**src/design/ifrs_pkg.sv**
```systemverilog
`timescale 1ns / 1ps
// ----------------------------------------------------------------------------
// ifrs_pkg
// Shared types and constants for inverse-fitness roulette selection.
// ----------------------------------------------------------------------------
package ifrs_pkg;
	localparam int MAX_ENTRIES = 256;
	localparam int IDX_W = $clog2(MAX_ENTRIES);
	localparam int CNT_W = IDX_W + 1;
	localparam int WT_W = 41;
	localparam int FIT_W = 32;
	localparam int OUT_IDX_W = 8;
	localparam int QDEPTH = 2;
	localparam int KIND_LOAD = 0;
	localparam int KIND_DRAW = 1;

	typedef struct packed {
		logic              kind;
		logic              first;
		logic [FIT_W-1:0]  operand;
	} cmd_t;

	typedef enum logic [2:0] {
		ST_IDLE,
		ST_DIV,
		ST_ADD,
		ST_MUL,
		ST_THR,
		ST_SRCH,
		ST_CMP,
		ST_RES
	} state_t;
endpackage

```
**src/design/ifrs_front.sv**
```systemverilog
`timescale 1ns / 1ps
// ----------------------------------------------------------------------------
// ifrs_front
// Command queue between the start port and the execution engine.
// ----------------------------------------------------------------------------
module ifrs_front (
	input  logic               clk,
	input  logic               arst_n,
	input  logic               push,
	input  ifrs_pkg::cmd_t     push_cmd,
	output logic               full,
	input  logic               pop,
	output logic               not_empty,
	output ifrs_pkg::cmd_t     head
);
	ifrs_pkg::cmd_t mem_q [ifrs_pkg::QDEPTH];
	logic wr_ptr_q, rd_ptr_q;
	logic [1:0] cnt_q;

	assign full = (cnt_q == 2'(ifrs_pkg::QDEPTH));
	assign not_empty = (cnt_q != 2'd0);
	assign head = mem_q[rd_ptr_q];

	always_ff @(posedge clk) begin
		if (push && !full) begin
			mem_q[wr_ptr_q] <= push_cmd;
		end
	end

	always_ff @(posedge clk or negedge arst_n) begin
		if (!arst_n) begin
			wr_ptr_q <= 1'b0;
			rd_ptr_q <= 1'b0;
			cnt_q <= 2'd0;
		end else begin
			if (push && !full) wr_ptr_q <= ~wr_ptr_q;
			if (pop && not_empty) rd_ptr_q <= ~rd_ptr_q;
			cnt_q <= cnt_q + 2'(push && !full) - 2'(pop && not_empty);
		end
	end

	a_no_overflow: assert property (@(posedge clk) disable iff (!arst_n)
		cnt_q <= 2'(ifrs_pkg::QDEPTH)) else $error("queue overflow");
	a_pop_nonempty: assert property (@(posedge clk) disable iff (!arst_n)
		(pop && !push && cnt_q == 2'd1) |=> !not_empty) else $error("queue count");
	a_full_push: assert property (@(posedge clk) disable iff (!arst_n)
		(full && !pop) |=> full) else $error("full dropped");
endmodule

```
**config.mk**
```make
export PLATFORM = sky130hd
export DESIGN_NAME = ifrs_front
export DESIGN_NICKNAME = d
export VERILOG_FILES = /design/src/design/ifrs_pkg.sv /design/src/design/ifrs_front.sv
export SDC_FILE = /design/constraint.sdc
export NUM_CORES = 1
export LEC_CHECK = 0
export BUFFER_PORTS_ARGS = -buffer_cell sky130_fd_sc_hd__buf_2
export CORE_MARGIN = 2
export CORE_UTILIZATION = 58
export CTS_BUF_LIST = sky130_fd_sc_hd__clkbuf_8
export DETAILED_ROUTE_END_ITERATION = 16
export MAX_ROUTING_LAYER = met4
export PLACE_DENSITY = 0.95
export SYNTH_ARGS = -nofsm -noshare
export SYNTH_HDL_FRONTEND = slang
export SYNTH_SLANG_ARGS = --single-unit
```
**constraint.sdc**
```tcl
create_clock -name clk -period 7.45 [get_ports clk]
set_clock_uncertainty 0.1 [all_clocks]
set_input_delay 0.745 -clock clk [delete_from_list [all_inputs] [get_ports clk]]
set_output_delay 0.745 -clock clk [all_outputs]
set_load 0.02 [all_outputs]
```
# Word level (Yosys, flattened, before mapping)
# Memories as Yosys holds them, arrays and structs flattened.
# Index checks and enable logic that the tools add are counted.
[classes] addsub=2 magnitude_cmp=0 muxes=2 n_mul=0 reduce_logical=4 bitwise=2 n_eq_ne=1 div_mod_pow=0 shift=0
[ops] cell="2-bit by 1-bit adder with 2-bit output" count=1
[ops] cell="2-bit == test, second input constant" count=1
[ops] cell="1-bit logical AND" count=2
[ops] cell="1-bit two-way mux" count=2
[ops] cell="1-bit inverter" count=2
[ops] cell="2-bit nonzero test" count=1
[ops] cell="2-bit by 1-bit subtractor with 2-bit output" count=1
[ops] cell="1-bit logical NOT" count=1
[word_totals] ram_bits=68 latch_bits=0 output_inout_bits=36 regBits=4 rom_bits=0 mem_count=1
[mem_list] memory="mem_q" depth=2 word_bits=34 read_ports=1 rd_clocked_by_memory_dff=0 write_ports=1 line="ifrs_front.sv:16" rtl="ifrs_pkg::cmd_t mem_q [ifrs_pkg::QDEPTH];"

# Depth between registers and ports, before layout
[logic_depth] ltp_word=5 depth_mapped=7 mapped_depth_nobuf=7

# Least setup slack after synthesis
# OpenSTA, ideal clock, no wires.
[synth_timing] path_kind="input to register" from="input push" to="memory mem_q[0][0] (netlist bit), enable pin" setup_slack_ns=4.648 setup_time_ns=0.425 arrival_ns=2.276 cell_stages=2 n_path_buf=0 cell_sequence="nand2_1 > nor2_1"
[synth_via] elab_chain_cells=3
[synth_lines] element="start: declaration" line="ifrs_front.sv:9" rtl="input logic push,"
[synth_lines] element="1-bit logical AND" line="ifrs_front.sv:25" rtl="if (push && !full) begin"
[synth_lines] element="1-bit two-way mux" line="ifrs_front.sv:25"
[synth_lines] element="1-bit two-way mux (implied by the code)" line="ifrs_front.sv:26" rtl="mem_q[wr_ptr_q] <= push_cmd;"
[synth_lines] element="end: declaration" line="ifrs_front.sv:16"
# No other way between the ends.

==> metrics.csv <==
metric;value;unit
final max-slew violation count;0;
Worst R2R Start;cnt_q[1];
sw frac;0.318;
CTS clk-pin slew, worst paths;0.07;ns
Sequential Power Share;0.463;
Layout area overhead;20.7;%
critical path's slowest cell;dfrtp_2;
Leakage;1.38;nW
first-pass GRT wire length;6100;um
CTS HTree Levels;3;
diode count;0;
Worst Path Buf+Inv;1;
Yosys cell types;15;
register area share after synthesis;0.770;
Rows;25;
WL final;4140;um
synth top area cells;edfxtp_1, mux2_4, dfrtp_1;
Crit path required time;6.61;ns
Initial DRC Count;110;
Pwr Density;406;nW/um2
Filler Cells Inserted;294;
CP Capture Type;output port;
Worst Path Arrival;1.95;ns
Max Clk Rate;0.357;GHz
initial antenna violation count;0;
clock latency on the worst-skew pair;0.32;ns
Die Y;73.3;um
r2r setup slk;5.53;ns
CP Max Fanout;35;
Hold WC Path Type;input pin to asynchronous set/reset pin;
share of layout cells above drive strength 1;0.589;
core area;4660;um2
area leader, netlist;edfxtp_1;
share of the synthesized area in the top cell type;0.734;
syn_nets;164;
I/O pins;74;
Finished Core Util;0.721;
TritonCTS clock tree;built;
setup TNS;0;ns
fin crit period;2.80;ns
flops & latches, synth;72;
Initial Utilization;0.597;
vias in the first global route;1315;
GRT Resource Usage Total;0.167;
die area;5370;um2
period utilization;0.376;
outcome;completed;
Setup Fix Bufs, Post-CTS;0;
Psw;0.434;mW
Logic pwr share;0.335;
CP top delay family;flip-flops;
unrepaired setup endpoints after global routing;no;
Hold Violations, Final;0;
CTS resizes;0;
synthesized cell area;2780;um2
total congestion overflow;0;
Clock Tree Buf Depth;2;
# DRC;0;
Cells after Synth;124;
Cell Chain, Critical Path;mux2_2, buf_2;
Setup CP Type;flip-flop to output port;
drt pass-1 iters;4;
Synth Warn #;0;
syn avg cell area;22.4;um2
die span in x;73.3;um
max-capacitance violation count;0;
CP max stage delay;1.04;ns
FF-to-FF path depth;3;
area taken by multi-input logic gates;596;um2
CTS Buf Count;9;
largest net degree at the start of global routing;36;
CP startpoint kind;flip-flop;
hold_buf cts;0;
worst r2r dst;mem_q[0][13];
root buf cell;clkbuf_8;
power share of the clock group;0.202;
worst ir drop on vdd;0.387;mV
internal power;0.930;mW
Routability Congestion;0.655;
Worst Tran Pin Value;1.02;ns
Vias;1324;
worst rel slew slack;0.318;
Reg area;2140;um2
antenna violation net count after detailed routing;0;
Vias per Instance;5.03;
Pwr Total;1.36;mW
nets;244;
input/output buffers;73;
setup violators final;0;
DR WL/cell;15.7;um
clock sinks;72;
-- power by group through the flow --
stage / Sequential (mW) / Combinational (mW) / Clock, mW
after detailed placement: 0.643 / 0.464 / 0
after global placement: 0.635 / 0.453 / 0
after floorplan: 0.586 / 0.401 / 0
after global routing: 0.644 / 0.492 / 0.297
final: 0.631 / 0.457 / 0.275
after CTS: 0.635 / 0.466 / 0.281
-- cells in the mapped netlist --
library cell  count
and2_4            1
and3_1            1
buf_6             4
dfrtp_1           4
edfxtp_1         68
ha_1              2
inv_1             2
mux2_2            5
mux2_4           29
nand2_1           1
nand2b_1          1
nor2_1            1
or2_1             1
xnor2_1           3
xor2_1            1
-- cell families (layout without fill, tap and decap cells) --
kind of cell               Yosys count  after routing  synth area share
adders and majority gates            2              2           0.00900
and+or+nand+nor                      6              6            0.0126
muxes                               34             34             0.177
DFF                                 72             72             0.770
xor gates and xnor gates             4              4            0.0126
buffers and inverters                6             91            0.0189
-- layer usage --
layer  GRT usage  share of wire
met1       0.197           0.42
met2       0.261           0.52
met3      0.0521          0.048
met4      0.0802          0.017
met5           -              0
-- cell type report --
type	count	area share
multi-input combinational	46	0.177
timing repair buffer	73	0.109
clock inverter	7	0.0164
inverter	2	0.00224
tap	54	0.0201
sequential	72	0.638
clock buffer	9	0.0369
-- worst max path at each step --
| stage | from | end | slack, ns | cells after the start |
|---|---|---|---|---|
| 6_report | rd_ptr_q | head[33] | 4.65 | 2 |
| 5_1_grt | rd_ptr_q | head[1] | 4.54 | 2 |
| 4_1_cts | rd_ptr_q | head[33] | 4.59 | 2 |
| 3_5_place_dp | rd_ptr_q | head[33] | 4.96 | 2 |
| 3_3_place_gp | rd_ptr_q | head[1] | 5.00 | 2 |
| 2_1_floorplan | push | mem_q[0][0] | 4.65 | 2 |
-- worst reg2reg max path: stages, from the launching register on --
cell and delay (ns):
dfrtp_1 0.41, nand2b_1 0.13, nand2_1 0.14, nor2_4 0.76
-- per-stage QoR --
stage          std cells  hold WS, ns  cell area (um2)  setup WS, ns
5_1_grt              263       0.0959             3360          4.54
6_report             263        0.116             3360          4.65
4_1_cts              263        0.101             3360          4.59
3_5_place_dp         247        0.415             3180          4.96
2_1_floorplan        124        0.349             2780          4.65
3_3_place_gp         247        0.397             3180          5.00
-- registers in the layout, summed over array words and instances (netlist names) --
register,flops
cnt_q,2
wr_ptr_q,1
mem_q,68
rd_ptr_q,1
-- layout by cell type (no fill, tap or decap) --
cell type,count
clkbuf_8,9
nand2b_1,1
or2_1,1
ha_1,2
edfxtp_1,68
dfrtp_1,3
clkinv_1,2
and3_2,1
dfrtp_2,1
nand2_1,1
clkinv_2,2
inv_1,4
mux2_2,5
xnor2_1,3
buf_2,73
mux2_4,29
nor2_4,1
bufinv_16,1
xor2_1,1
and2_4,1
(Power assumes the default switching activity.)
